[src/sv/assert_macros.svh]
`ifndef ASSERT_MACROS_SVH
`define ASSERT_MACROS_SVH

// concurrent check: consequent holds in the same cycle as the antecedent
`define ASSERT_SAME(label, clk, rst, ante, cons, msg) \
  label: assert property (@(posedge clk) disable iff (rst) (ante) |-> (cons)) \
    else $error(msg);

// concurrent check: consequent holds in the cycle after the antecedent
`define ASSERT_NEXT(label, clk, rst, ante, cons, msg) \
  label: assert property (@(posedge clk) disable iff (rst) (ante) |=> (cons)) \
    else $error(msg);

`endif

[src/sv/abs_pkg.sv]
`timescale 1ns / 1ps

package abs_pkg;

  localparam int UTC_W      = 32;
  localparam int SPEED_W    = 8;
  localparam int HEADING_W  = 9;
  localparam int INTERVAL_W = 24;
  localparam int ADDR_W     = 5;
  localparam int DATA_W     = 32;

  localparam int DIV_STEPS  = INTERVAL_W;
  localparam int DIV_CNT_W  = $clog2(DIV_STEPS);

  localparam logic [HEADING_W-1:0]  HALF_TURN    = 9'd180;
  localparam logic [HEADING_W-1:0]  FULL_TURN    = 9'd360;
  localparam logic [INTERVAL_W-1:0] INTERVAL_MAX = 24'hFFFFFF;

  // register indexes (word address bits)
  localparam logic [2:0] REG_LOW_SPEED      = 3'd0;
  localparam logic [2:0] REG_HIGH_SPEED     = 3'd1;
  localparam logic [2:0] REG_STOP_INTERVAL  = 3'd2;
  localparam logic [2:0] REG_FAST_INTERVAL  = 3'd3;
  localparam logic [2:0] REG_MIN_TURN_TIME  = 3'd4;
  localparam logic [2:0] REG_TURN_LIMIT     = 3'd5;

  localparam logic [7:0]  RST_LOW_SPEED      = 8'd5;
  localparam logic [7:0]  RST_HIGH_SPEED     = 8'd60;
  localparam logic [15:0] RST_STOP_INTERVAL  = 16'd1800;
  localparam logic [15:0] RST_FAST_INTERVAL  = 16'd90;
  localparam logic [15:0] RST_MIN_TURN_TIME  = 16'd15;
  localparam logic [15:0] RST_TURN_LIMIT     = 16'd255;

  typedef struct packed {
    logic [7:0]  low_speed;
    logic [7:0]  high_speed;
    logic [15:0] stop_interval;
    logic [15:0] fast_interval;
    logic [15:0] min_turn_time;
    logic [15:0] turn_limit;
  } cfg_t;

  typedef struct packed {
    logic load;
    logic prep;
    logic eval;
    logic turn;
    logic div_step;
    logic finish;
  } cmd_t;

endpackage

[src/sv/abs_if.sv]
`timescale 1ns / 1ps

interface abs_tick_if;
  logic        valid;
  logic        ready;
  logic [31:0] utc_seconds;
  logic        fix_valid;
  logic [7:0]  speed_mph;
  logic [8:0]  heading_deg;

  modport source (output valid, output utc_seconds, output fix_valid,
                  output speed_mph, output heading_deg, input ready);
  modport sink (input valid, input utc_seconds, input fix_valid,
                input speed_mph, input heading_deg, output ready);
endinterface

interface abs_result_if;
  logic        valid;
  logic        ready;
  logic        send_beacon;
  logic        turn_triggered;
  logic [23:0] interval_seconds;

  modport source (output valid, output send_beacon, output turn_triggered,
                  output interval_seconds, input ready);
  modport sink (input valid, input send_beacon, input turn_triggered,
                input interval_seconds, output ready);
endinterface

[src/sv/abs_ctrl.sv]
`timescale 1ns / 1ps

module abs_ctrl (
  input  logic          clk,
  input  logic          rst,
  input  logic          in_valid,
  output logic          in_ready,
  output logic          out_valid,
  input  logic          out_ready,
  output abs_pkg::cmd_t cmd
);
  import abs_pkg::*;

  typedef enum logic [2:0] {
    S_IDLE,
    S_PREP,
    S_EVAL,
    S_TURN,
    S_DIV,
    S_FINISH
  } state_t;

  state_t               state;
  logic [DIV_CNT_W-1:0] count;
  logic                 can_load_out;

  assign in_ready     = (state == S_IDLE);
  assign can_load_out = !out_valid || out_ready;

  assign cmd.load     = (state == S_IDLE) && in_valid;
  assign cmd.prep     = (state == S_PREP);
  assign cmd.eval     = (state == S_EVAL);
  assign cmd.turn     = (state == S_TURN);
  assign cmd.div_step = (state == S_DIV);
  assign cmd.finish   = (state == S_FINISH) && can_load_out;

  always_ff @(posedge clk) begin
    if (rst) begin
      state     <= S_IDLE;
      count     <= '0;
      out_valid <= 1'b0;
    end else begin
      if (out_valid && out_ready) begin
        out_valid <= 1'b0;
      end
      unique case (state)
        S_IDLE: begin
          if (in_valid) begin
            state <= S_PREP;
          end
        end
        S_PREP: state <= S_EVAL;
        S_EVAL: state <= S_TURN;
        S_TURN: begin
          count <= '0;
          state <= S_DIV;
        end
        S_DIV: begin
          count <= count + 1'b1;
          if (count == DIV_CNT_W'(DIV_STEPS - 1)) begin
            state <= S_FINISH;
          end
        end
        S_FINISH: begin
          // result register frees up in the same cycle it is taken
          if (can_load_out) begin
            out_valid <= 1'b1;
            state     <= S_IDLE;
          end
        end
        default: state <= S_IDLE;
      endcase
    end
  end

endmodule

[src/sv/abs_dp.sv]
`timescale 1ns / 1ps

module abs_dp (
  input  logic                                clk,
  input  logic                                rst,
  input  abs_pkg::cmd_t                       cmd,
  input  abs_pkg::cfg_t                       cfg,
  input  logic [abs_pkg::UTC_W-1:0]           utc_seconds,
  input  logic                                fix_valid,
  input  logic [abs_pkg::SPEED_W-1:0]         speed_mph,
  input  logic [abs_pkg::HEADING_W-1:0]       heading_deg,
  output logic                                send_beacon,
  output logic                                turn_triggered,
  output logic [abs_pkg::INTERVAL_W-1:0]      interval_seconds
);
  import abs_pkg::*;

  logic [UTC_W-1:0]      utc_r;
  logic                  item_ok;
  logic [SPEED_W-1:0]    speed_r;
  logic [HEADING_W-1:0]  heading_r;

  logic [UTC_W-1:0]      last_time;
  logic [HEADING_W-1:0]  last_heading;

  logic [UTC_W-1:0]      elapsed_r;
  logic [7:0]            change_r;
  logic                  change_ok;
  logic                  turn_r;

  logic [INTERVAL_W-1:0] quot;
  logic [SPEED_W-1:0]    rem;

  logic [UTC_W-1:0]      elapsed;
  logic [HEADING_W-1:0]  diff_abs;
  logic [HEADING_W-1:0]  folded;
  logic [15:0]           turn_prod;
  logic [SPEED_W:0]      rem_sh;
  logic                  rem_fits;
  logic                  slow;
  logic [INTERVAL_W-1:0] interval;
  logic                  turn_eff;
  logic                  send;

  assign elapsed = utc_r - last_time;

  assign diff_abs = (last_heading >= heading_r) ? (last_heading - heading_r)
                                                : (heading_r - last_heading);
  assign folded   = FULL_TURN - diff_abs;

  assign turn_prod = change_r * speed_r;

  assign rem_sh   = {rem, quot[INTERVAL_W-1]};
  assign rem_fits = (rem_sh >= {1'b0, speed_r});

  assign slow = (speed_r < cfg.low_speed);

  always_comb begin
    if (slow) begin
      interval = {8'd0, cfg.stop_interval};
    end else if (speed_r > cfg.high_speed) begin
      interval = {8'd0, cfg.fast_interval};
    end else if (speed_r == '0) begin
      interval = INTERVAL_MAX;
    end else begin
      interval = quot;
    end
  end

  assign turn_eff = turn_r && !slow;
  assign send     = (elapsed_r > {8'd0, interval}) || turn_eff;

  always_ff @(posedge clk) begin
    if (rst) begin
      last_time    <= '0;
      last_heading <= '0;
    end else begin
      if (cmd.prep && item_ok && (elapsed < {16'd0, cfg.min_turn_time})) begin
        last_heading <= heading_r;
      end
      if (cmd.finish && item_ok && send) begin
        last_time    <= utc_r;
        last_heading <= heading_r;
      end
    end
  end

  always_ff @(posedge clk) begin
    if (cmd.load) begin
      utc_r     <= utc_seconds;
      item_ok   <= (utc_seconds != '0) && fix_valid;
      speed_r   <= speed_mph;
      heading_r <= heading_deg;
    end
    if (cmd.prep) begin
      elapsed_r <= elapsed;
    end
    if (cmd.eval) begin
      // fold the heading change to the short way round
      if (diff_abs <= HALF_TURN) begin
        change_r  <= diff_abs[7:0];
        change_ok <= (diff_abs != '0);
      end else if (diff_abs < FULL_TURN) begin
        change_r  <= folded[7:0];
        change_ok <= 1'b1;
      end else begin
        change_r  <= '0;
        change_ok <= 1'b0;
      end
      quot <= cfg.fast_interval * cfg.high_speed;
      rem  <= '0;
    end
    if (cmd.turn) begin
      turn_r <= change_ok && (speed_r != '0) && (turn_prod > cfg.turn_limit) &&
                (elapsed_r > {16'd0, cfg.min_turn_time});
    end
    if (cmd.div_step) begin
      // restoring division, one quotient bit per cycle
      if (rem_fits) begin
        rem <= SPEED_W'(rem_sh - {1'b0, speed_r});
      end else begin
        rem <= rem_sh[SPEED_W-1:0];
      end
      quot <= {quot[INTERVAL_W-2:0], rem_fits};
    end
    if (cmd.finish) begin
      if (item_ok) begin
        send_beacon      <= send;
        turn_triggered   <= turn_eff;
        interval_seconds <= interval;
      end else begin
        send_beacon      <= 1'b0;
        turn_triggered   <= 1'b0;
        interval_seconds <= '0;
      end
    end
  end

endmodule

[src/sv/adaptive_beacon_scheduler.sv]
`timescale 1ns / 1ps
// each tick runs prep, eval, turn, then the 24-step restoring divider (one
// quotient bit per cycle) that works out fast_interval*high_speed/speed, then
// finish, which waits for a free result register; no new tick until back in idle
// reset: synchronous, active high; clears last beacon time and heading to zero,
// loads the register defaults and empties the result register; no clearing pass

`include "assert_macros.svh"

module adaptive_beacon_scheduler (
  input  logic                        clk,
  input  logic                        rst,
  abs_tick_if.sink                    tick,
  abs_result_if.source                result,
  input  logic                        psel,
  input  logic                        penable,
  input  logic                        pwrite,
  input  logic [abs_pkg::ADDR_W-1:0]  paddr,
  input  logic [abs_pkg::DATA_W-1:0]  pwdata,
  output logic [abs_pkg::DATA_W-1:0]  prdata,
  output logic                        pready
);
  import abs_pkg::*;

  cfg_t       cfg;
  cmd_t       cmd;
  logic       wr_en;
  logic [2:0] reg_idx;

  assign pready  = 1'b1;
  assign wr_en   = psel && penable && pwrite && pready;
  assign reg_idx = paddr[4:2];

  always_ff @(posedge clk) begin
    if (rst) begin
      cfg.low_speed      <= RST_LOW_SPEED;
      cfg.high_speed     <= RST_HIGH_SPEED;
      cfg.stop_interval  <= RST_STOP_INTERVAL;
      cfg.fast_interval  <= RST_FAST_INTERVAL;
      cfg.min_turn_time  <= RST_MIN_TURN_TIME;
      cfg.turn_limit     <= RST_TURN_LIMIT;
    end else if (wr_en) begin
      unique case (reg_idx)
        REG_LOW_SPEED:      cfg.low_speed      <= pwdata[7:0];
        REG_HIGH_SPEED:     cfg.high_speed     <= pwdata[7:0];
        REG_STOP_INTERVAL:  cfg.stop_interval  <= pwdata[15:0];
        REG_FAST_INTERVAL:  cfg.fast_interval  <= pwdata[15:0];
        REG_MIN_TURN_TIME:  cfg.min_turn_time  <= pwdata[15:0];
        REG_TURN_LIMIT:     cfg.turn_limit     <= pwdata[15:0];
        default: ;
      endcase
    end
  end

  always_comb begin
    unique case (reg_idx)
      REG_LOW_SPEED:      prdata = {24'd0, cfg.low_speed};
      REG_HIGH_SPEED:     prdata = {24'd0, cfg.high_speed};
      REG_STOP_INTERVAL:  prdata = {16'd0, cfg.stop_interval};
      REG_FAST_INTERVAL:  prdata = {16'd0, cfg.fast_interval};
      REG_MIN_TURN_TIME:  prdata = {16'd0, cfg.min_turn_time};
      REG_TURN_LIMIT:     prdata = {16'd0, cfg.turn_limit};
      default:            prdata = '0;
    endcase
  end

  abs_ctrl u_ctrl (
    .clk       (clk),
    .rst       (rst),
    .in_valid  (tick.valid),
    .in_ready  (tick.ready),
    .out_valid (result.valid),
    .out_ready (result.ready),
    .cmd       (cmd)
  );

  abs_dp u_dp (
    .clk              (clk),
    .rst              (rst),
    .cmd              (cmd),
    .cfg              (cfg),
    .utc_seconds      (tick.utc_seconds),
    .fix_valid        (tick.fix_valid),
    .speed_mph        (tick.speed_mph),
    .heading_deg      (tick.heading_deg),
    .send_beacon      (result.send_beacon),
    .turn_triggered   (result.turn_triggered),
    .interval_seconds (result.interval_seconds)
  );

  // one tick in flight at a time
  `ASSERT_NEXT(a_one_in_flight, clk, rst, tick.valid && tick.ready, !tick.ready, "second tick accepted while busy")
  // a turn beacon always goes out
  `ASSERT_SAME(a_turn_sends, clk, rst, result.valid && result.turn_triggered, result.send_beacon, "turn without beacon")
  // a new result only appears at the end of a computation
  `ASSERT_SAME(a_result_after_work, clk, rst, $rose(result.valid), $past(!tick.ready), "result without work")

endmodule
[src/flat_wrapper.sv]
// flat-port wrapper written by rule: the top's interface ports become plain ports
module adaptive_beacon_scheduler_flat import abs_pkg::*;
  (clk, rst, psel, penable, pwrite, paddr, pwdata, prdata, pready, tick_valid, tick_utc_seconds, tick_fix_valid, tick_speed_mph, tick_heading_deg, tick_ready, result_valid, result_send_beacon, result_turn_triggered, result_interval_seconds, result_ready);
  abs_tick_if tick_i ();
  abs_result_if result_i ();
  input  logic clk;
  input  logic rst;
  input  logic psel;
  input  logic penable;
  input  logic pwrite;
  input  logic [abs_pkg::ADDR_W-1:0] paddr;
  input  logic [abs_pkg::DATA_W-1:0] pwdata;
  output logic [abs_pkg::DATA_W-1:0] prdata;
  output logic pready;
  input wire logic [$bits(tick_i.valid)-1:0] tick_valid;
  input wire logic [$bits(tick_i.utc_seconds)-1:0] tick_utc_seconds;
  input wire logic [$bits(tick_i.fix_valid)-1:0] tick_fix_valid;
  input wire logic [$bits(tick_i.speed_mph)-1:0] tick_speed_mph;
  input wire logic [$bits(tick_i.heading_deg)-1:0] tick_heading_deg;
  output wire logic [$bits(tick_i.ready)-1:0] tick_ready;
  output wire logic [$bits(result_i.valid)-1:0] result_valid;
  output wire logic [$bits(result_i.send_beacon)-1:0] result_send_beacon;
  output wire logic [$bits(result_i.turn_triggered)-1:0] result_turn_triggered;
  output wire logic [$bits(result_i.interval_seconds)-1:0] result_interval_seconds;
  input wire logic [$bits(result_i.ready)-1:0] result_ready;
  assign tick_i.valid = tick_valid;
  assign tick_i.utc_seconds = tick_utc_seconds;
  assign tick_i.fix_valid = tick_fix_valid;
  assign tick_i.speed_mph = tick_speed_mph;
  assign tick_i.heading_deg = tick_heading_deg;
  assign tick_ready = tick_i.ready;
  assign result_valid = result_i.valid;
  assign result_send_beacon = result_i.send_beacon;
  assign result_turn_triggered = result_i.turn_triggered;
  assign result_interval_seconds = result_i.interval_seconds;
  assign result_i.ready = result_ready;
  adaptive_beacon_scheduler u_core (.clk(clk), .rst(rst), .tick(tick_i), .result(result_i), .psel(psel), .penable(penable), .pwrite(pwrite), .paddr(paddr), .pwdata(pwdata), .prdata(prdata), .pready(pready));
endmodule
[config.mk]
export PLATFORM = sky130hd
export DESIGN_NAME = adaptive_beacon_scheduler_flat
export DESIGN_NICKNAME = d
export VERILOG_FILES = /design/src/sv/abs_pkg.sv /design/src/sv/abs_if.sv /design/src/sv/abs_ctrl.sv /design/src/sv/abs_dp.sv /design/src/sv/adaptive_beacon_scheduler.sv /design/src/flat_wrapper.sv
export VERILOG_INCLUDE_DIRS = /design/src /design/src/sv
export SDC_FILE = /design/constraint.sdc
export NUM_CORES = 1
export LEC_CHECK = 0
export CAP_MARGIN = 5
export CORE_UTILIZATION = 55
export CTS_CLUSTER_DIAMETER = 30
export CTS_CLUSTER_SIZE = 28
export DETAILED_ROUTE_END_ITERATION = 10
export DONT_BUFFER_PORTS = 1
export PLACE_DENSITY = 0.78
export SLEW_MARGIN = 10
export SYNTH_ARGS = -nofsm -noshare
export SYNTH_HDL_FRONTEND = slang
export SYNTH_SLANG_ARGS = --single-unit
[constraint.sdc]
create_clock -name clk -period 7.4 [get_ports clk]
set_clock_uncertainty 0.1 [all_clocks]
set_input_delay 0.74 -clock clk [delete_from_list [all_inputs] [get_ports clk]]
set_output_delay 0.74 -clock clk [all_outputs]
set_load 0.01 [all_outputs]
==> metrics.csv, run 1 <==
stage,metric,value,unit
run_status,status,"complete, no violations",
logic_synthesis,Synth Instances,2466,
logic_synthesis,Post-synth top cells,"inv_1, nand2_1, ha_1",
logic_synthesis,Synth async-reset ratio,0,%
logic_synthesis,post-synthesis sequential area ratio,31.6,%
routing,DR vias,17600,
logic_synthesis,ys flop type,edfxtp_1,
setup_path,FF-to-FF setup slack,0.89,ns
power,PwrDens,279,nW/µm²
run,max_cap viols,0,
clock_network,CTS Buffer Depth,3,
final_layout,antenna cells,0,
timing,final setup margin,0.892,ns
global_route,number of global-route vias before repair,17700,
global_route,initial antenna violation count,0,
setup_path,Worst EP arrival,6.76,ns
logic_synthesis,post-synthesis area per instance,9.11,µm²
setup_path,Worst setup EP type,flop,
routing,first-pass detailed-route iteration total,8,
floorplanning,core area,40000,µm²
clock_network,hold buffers post-CTS,0,
clock_network,CTS Sinks,280,
timing,final setup TNS,0,ns
min_path,WHS Endpoint,u_core.u_dp.utc_r[2]$_DFFE_PP_,
routing,initial DRC count,1378,
floorplanning,DIE WIDTH,204,µm
clock_network,cts repair resizes,0,
logic_synthesis,Synth area leaders,"edfxtp_1, ha_1, dfxtp_1, fa_1, inv_1",
power,peak supply drop,0.251,mV
placed_design,placed instance count,2908,
placed_design,PortBufs,0,
setup_path,end of the worst register-to-register path,u_core.u_dp.turn_r$_DFFE_PN_,
floorplanning,Starting Density,56.1,%
logic_synthesis,"count leader, synth",inv_1,
clock_network,register clock-pin slew on the reported worst setup and hold paths,0.05,ns
timing,RSZ-0062 raised after global routing,false,
placed_design,GPL Wtd Cong,0.906,
floorplanning,die height,204,µm
clock_network,CTS tree,yes,
timing,final setup violation count,0,
setup_path,required arrival time at the worst endpoint,7.65,ns
timing,final hold vios,0,
routing,via/cell ratio,5.83,
timing,Fmax,0.154,GHz
clock_network,worst skew pair latency,0.60,ns
timing,worst relative slew slack,18.3,%
global_route,first-pass GRT wire length,90900,µm
setup_path,worst r2r src,u_core.u_dp.speed_r[4]$_DFFE_PP_,
timing,hold slack,0.141,ns
placed_design,pre-CTS WS,0.969,ns
timing,crit share post-route,87.9,%
timing,fin. max-slew vios,0,
power,Final Power,6940,µW
clock_network,clk root buf,clkbuf_16,
min_path,HP Start,tick_utc_seconds[2],
final_layout,area grow syn2layout,10.8,%
logic_synthesis,multiplexer share of the synthesized area,3.95,%
routing,WL final,56200,µm
logic_synthesis,Seq cells post-synth,280,
min_path,hold depth,0,
timing,Worst Max-Slew Pin Slew,1.22,ns
power,Leakage,0.0106,µW
logic_synthesis,top-area cell type share of the netlist area,20.1,%
logic_synthesis,"Distinct cells, synth",93,
logic_synthesis,Synth Area in XOR/XNOR,2.76,%
timing,final period demand of the worst path,6.51,ns
floorplanning,die area,41600,µm²
final_layout,final cell count without fillers,3019,
logic_synthesis,simple-gate share of the synthesized area,18.2,%
clock_network,post-CTS setup buffer count,0,
setup_path,Setup crit start kind,flop,
logic_synthesis,Syn. warnings,0,
min_path,HP Class,in2reg,
global_route,Overflow after GRT,0,
routing,DRT antenna net count,0,
setup_path,critical path class,reg2reg,
logic_synthesis,post-synthesis compound-gate area fraction,13.0,%
logic_synthesis,main combinational cell family by area after synthesis,adder cells,
setup_path,worst r2r path cells,24,
logic_synthesis,"EDFF count, synth",150,
placed_design,DP HPWL,42700,µm
logic_synthesis,"Cell Area, Synth",22500,µm²
logic_synthesis,Synth Area in Adders,23.5,%
clock_network,CTS Buf Count,59,
routing,WL/cell,18.6,µm
final_layout,share of cells above drive strength 1,6.62,%
floorplanning,num rows,73,
floorplanning,IO Pins,155,
global_route,total track usage,27.4,%
global_route,pin count of the biggest net entering global routing,140,
routing,Remaining DRCs,0,
final_layout,nets,2886,
logic_synthesis,"area leader, netlist",edfxtp_1,
setup_path,CP Max Fanout,11,
clock_network,H-tree lvl count,2,
[worst max-delay path, stage by stage (launching register included)]
cell and delay [ns]:
edfxtp_1 0.60, and2_1 0.26, fa_1 0.45, fa_1 0.54
inv_1 0.05, fa_1 0.46, fa_1 0.54, inv_1 0.04
ha_1 0.32, a21oi_1 0.24, o21bai_1 0.09, a21oi_1 0.23
nor2b_1 0.08, o21a_1 0.18, o21ai_0 0.16, nand2b_1 0.07
a21oi_1 0.22, o21ai_0 0.15, xnor2_1 0.14, ha_1 0.30
nand4_1 0.13, or2_2 0.33, nor3_1 0.31, nor4b_1 0.10
and3_1 0.18
[layout make-up]
| cell class | count | area [µm²] |
|---|---|---|
| timing repair buffer | 17 | 128 |
| clock buffer | 73 | 1690 |
| fill | 3287 | 15100 |
| sequential | 280 | 7110 |
| tap | 525 | 657 |
| inverter | 278 | 1040 |
| multi-input combinational | 1808 | 13900 |
| clock inverter | 38 | 385 |
[registers in the layout, indices dropped and copies added, names as in the netlist, 9 cells and up]
register	cells
u_core.u_dp.interval_seconds	24
u_core.cfg	80
u_core.u_dp.elapsed_r	32
u_core.u_dp.last_heading	9
u_core.u_dp.last_time	32
u_core.u_dp.quot	24
u_core.u_dp.heading_r	9
u_core.u_dp.utc_r	32
[placed cells by master, fill, tap and decap left out, types with 43 or more instances in the layout]
cell type    n
inv_1      277
nand2_1    273
ha_1       224
nor2_1     171
a21oi_1    170
edfxtp_1   150
dfxtp_1    130
fa_1       124
and2_1     116
mux2i_1     83
o21ai_0     76
clkbuf_16   64
nor3_1      56
nor2b_1     43
xnor2_1     43
[how the worst max path moves through the flow]
stage                                                start                      endpoint
final                     u_core.u_dp.speed_r[4]$_DFFE_PP_  u_core.u_dp.turn_r$_DFFE_PN_
after global routing      u_core.u_dp.speed_r[4]$_DFFE_PP_  u_core.u_dp.turn_r$_DFFE_PN_
after CTS                 u_core.u_dp.speed_r[3]$_DFFE_PP_  u_core.u_dp.turn_r$_DFFE_PN_
after detailed placement  u_core.u_dp.speed_r[4]$_DFFE_PP_  u_core.u_dp.turn_r$_DFFE_PN_
after global placement    u_core.u_dp.speed_r[4]$_DFFE_PP_  u_core.u_dp.turn_r$_DFFE_PN_
after floorplan           u_core.u_dp.speed_r[4]$_DFFE_PP_  u_core.u_dp.turn_r$_DFFE_PN_
[metal layers]
layer,routed length (µm),up-vias,track usage (%)
li1,-,8368,-
met4,2230,0,12.0
met2,26400,615,44.9
met1,23400,8479,35.2
met5,0,-,0
met3,4230,130,5.13
[per-stage QoR]
step	util, %	instance area (µm²)
global placement	57.0	22800
detailed placement	57.0	22800
floorplan	-	22500
CTS	62.2	24900
finish	62.2	24900
global route	62.2	24900
[kinds of logic (layout without fill, tap and decap cells)]
family          after synthesis  after routing
buf+inv                     393            406
simple gates                834            834
fa+ha+maj                   348            348
xor+xnor                     70             70
flops                       280            280
compound gates              452            452
mux                          87             87
other cells                   2             17
[power breakdown]
group / switching [µW] / internal (µW) / leakage (µW)
registers: 111 / 1820 / 0.00245
clock network: 887 / 1790 / 0.00102
logic: 1290 / 1040 / 0.00718
total: 2290 / 4650 / 0.0106
Note: power is estimated with default switching activity, not from simulation.
==> run 2: changes to the inputs <==
--- a/config.mk
+++ b/config.mk
@@ -6,13 +6,13 @@
 export SDC_FILE = /design/constraint.sdc
 export NUM_CORES = 1
 export LEC_CHECK = 0
-export CAP_MARGIN = 5
+export CAP_MARGIN = 0
 export CORE_UTILIZATION = 55
 export CTS_CLUSTER_DIAMETER = 30
 export CTS_CLUSTER_SIZE = 28
 export DETAILED_ROUTE_END_ITERATION = 10
 export DONT_BUFFER_PORTS = 1
-export PLACE_DENSITY = 0.78
+export PLACE_DENSITY = 0.74
 export SLEW_MARGIN = 10
 export SYNTH_ARGS = -nofsm -noshare
 export SYNTH_HDL_FRONTEND = slang
==> run 2 against run 1 <==
Die area unchanged. Critical path type unchanged. Design area up 0.45%. Via count up 0.65%. Worst setup slack better by 0.043 ns. Largest power group unchanged. Critical path depth unchanged. Flip-flop and latch count unchanged. Sequential share of layout area down 0.13 points. Worst hold slack worse by 0.020 ns. Register-to-register slack better by 0.04 ns. Critical endpoint unchanged. Non-clock buffer count up 4. First-iteration DRC count up 19%.
==> metrics.csv, run 2 (same netlist as run 1, synthesis figures left out) <==
stage,metric,value,unit
run_status,status,"complete, no violations",
setup_path,critical path class,reg2reg,
global_route,initial antenna violation count,0,
clock_network,worst skew pair latency,0.61,ns
setup_path,Worst setup EP type,flop,
timing,final setup violation count,0,
timing,final hold vios,0,
timing,final setup TNS,0,ns
floorplanning,die height,204,µm
floorplanning,num rows,73,
routing,first-pass detailed-route iteration total,7,
global_route,total track usage,27.6,%
final_layout,nets,2891,
routing,via/cell ratio,5.85,
final_layout,share of cells above drive strength 1,6.88,%
setup_path,CP Max Fanout,11,
setup_path,required arrival time at the worst endpoint,7.63,ns
power,Logic pwr share,33.1,%
timing,final period demand of the worst path,6.46,ns
power,Internal,4730,µW
timing,RSZ-0062 raised after global routing,false,
final_layout,"leading cell type in the layout, fill and taps excluded",inv_1,
routing,DRT antenna net count,0,
timing,crit share post-route,87.4,%
timing,worst relative slew slack,15.0,%
floorplanning,core area,40000,µm²
clock_network,CTS Sinks,280,
placed_design,PortBufs,0,
global_route,Overflow after GRT,0,
setup_path,worst r2r src,u_core.u_dp.speed_r[4]$_DFFE_PP_,
routing,WL/cell,18.8,µm
final_layout,most frequent cells in the layout,"inv_1, nand2_1, ha_1",
global_route,pin count of the biggest net entering global routing,140,
global_route,number of global-route vias before repair,17700,
placed_design,DP HPWL,42700,µm
power,Leakage,0.0107,µW
global_route,first-pass GRT wire length,90800,µm
floorplanning,die area,41600,µm²
power,P_sw,2320,µW
routing,initial DRC count,1639,
power,PwrDens,282,nW/µm²
setup_path,Worst EP arrival,6.70,ns
clock_network,post-CTS setup buffer count,0,
clock_network,CTS Buf Count,60,
final_layout,max reg flops,80,
clock_network,H-tree lvl count,2,
power,peak supply drop,0.247,mV
clock_network,register clock-pin slew on the reported worst setup and hold paths,0.05,ns
floorplanning,IO Pins,155,
clock_network,clk root buf,clkbuf_16,
timing,Fmax,0.155,GHz
routing,WL final,56800,µm
power,clock group share of total power,39.5,%
power,Flop pwr share,27.4,%
floorplanning,Starting Density,56.1,%
clock_network,cts repair resizes,0,
final_layout,Top reg by flops,u_core.cfg,
run,max_cap viols,0,
placed_design,GPL Wtd Cong,0.896,
routing,DR vias,17700,
clock_network,CTS tree,yes,
clock_network,hold buffers post-CTS,0,
min_path,HP Start,tick_utc_seconds[11],
floorplanning,DIE WIDTH,204,µm
clock_network,CTS Buffer Depth,3,
min_path,HP Class,in2reg,
timing,fin. max-slew vios,0,
final_layout,area grow syn2layout,11.3,%
setup_path,beginning of the critical path,u_core.u_dp.speed_r[4]$_DFFE_PP_,
timing,Worst Max-Slew Pin Slew,1.27,ns
final_layout,antenna cells,0,
power,Final Power,7050,µW
setup_path,Setup crit start kind,flop,
power,sw frac,32.9,%
routing,Remaining DRCs,0,
==> run 2: layout make-up <==
cell class | instances | area [µm²]
Clock inverter | 41 | 519
Timing Repair Buffer | 21 | 158
Inverter | 278 | 1040
Fill cell | 3286 | 15000
Tap cell | 525 | 657
Sequential cell | 280 | 7110
Clock buffer | 72 | 1630
Multi-Input combinational cell | 1808 | 13900
==> run 2: per-layer routing <==
layer / routed length (µm) / global-route usage, % / vias to the layer above
met5: 0 / 0 / -
met1: 23400 / 35.2 / 8490
met4: 2420 / 12.5 / 0
met2: 26600 / 45.9 / 698
met3: 4340 / 4.78 / 152
li1: - / - / 8367
==> run 2: worst paths after layout <==
path              slack [ns]  cells past startpoint                         endpoint
hold / removal          0.12                      0  u_core.u_dp.utc_r[11]$_DFFE_PP_
hold reg to reg         0.35                      2      u_core.cfg[20]$_SDFFE_PP0P_
setup reg to reg        0.94                     24     u_core.u_dp.turn_r$_DFFE_PN_
setup / recovery        0.94                     24     u_core.u_dp.turn_r$_DFFE_PN_
==> run 2: power groups by stage <==
| stage | logic, µW | registers, µW | clock network [µW] |
|---|---|---|---|
| final | 2330 | 1930 | 2780 |
| after global routing | 2690 | 1940 | 2880 |
| after CTS | 2340 | 1930 | 2810 |
| after detailed placement | 2310 | 1950 | 0 |
| after global placement | 2220 | 1950 | 0 |
| after floorplan | 1880 | 1910 | 0 |
==> run 2: metrics by stage <==
stage | instances | hold slack (ns) | util, % | worst slack (ns) | cell area [µm²]
global placement | 2912 | 0.342 | 57.1 | 1.06 | 22800
finish | 3025 | 0.122 | 62.5 | 0.935 | 25000
global route | 3025 | 0.0972 | 62.5 | 0.561 | 25000
detailed placement | 2912 | 0.348 | 57.1 | 0.878 | 22800
floorplan | 2481 | 0.336 | - | 1.59 | 22500
CTS | 3025 | 0.0874 | 62.5 | 0.814 | 25000
==> run 2: critical path: stages, from the launching register on <==
cell and delay (ns):
edfxtp_1 0.59, and2_1 0.26, fa_1 0.45, fa_1 0.54
inv_1 0.05, fa_1 0.46, fa_1 0.54, inv_1 0.04
ha_1 0.32, a21oi_1 0.23, o21bai_1 0.09, a21oi_1 0.21
nor2b_1 0.08, o21a_1 0.17, o21ai_0 0.14, nand2b_1 0.07
a21oi_1 0.23, o21ai_0 0.15, xnor2_1 0.14, ha_1 0.30
nand4_1 0.12, or2_2 0.32, nor3_1 0.33, nor4b_1 0.09
and3_1 0.18
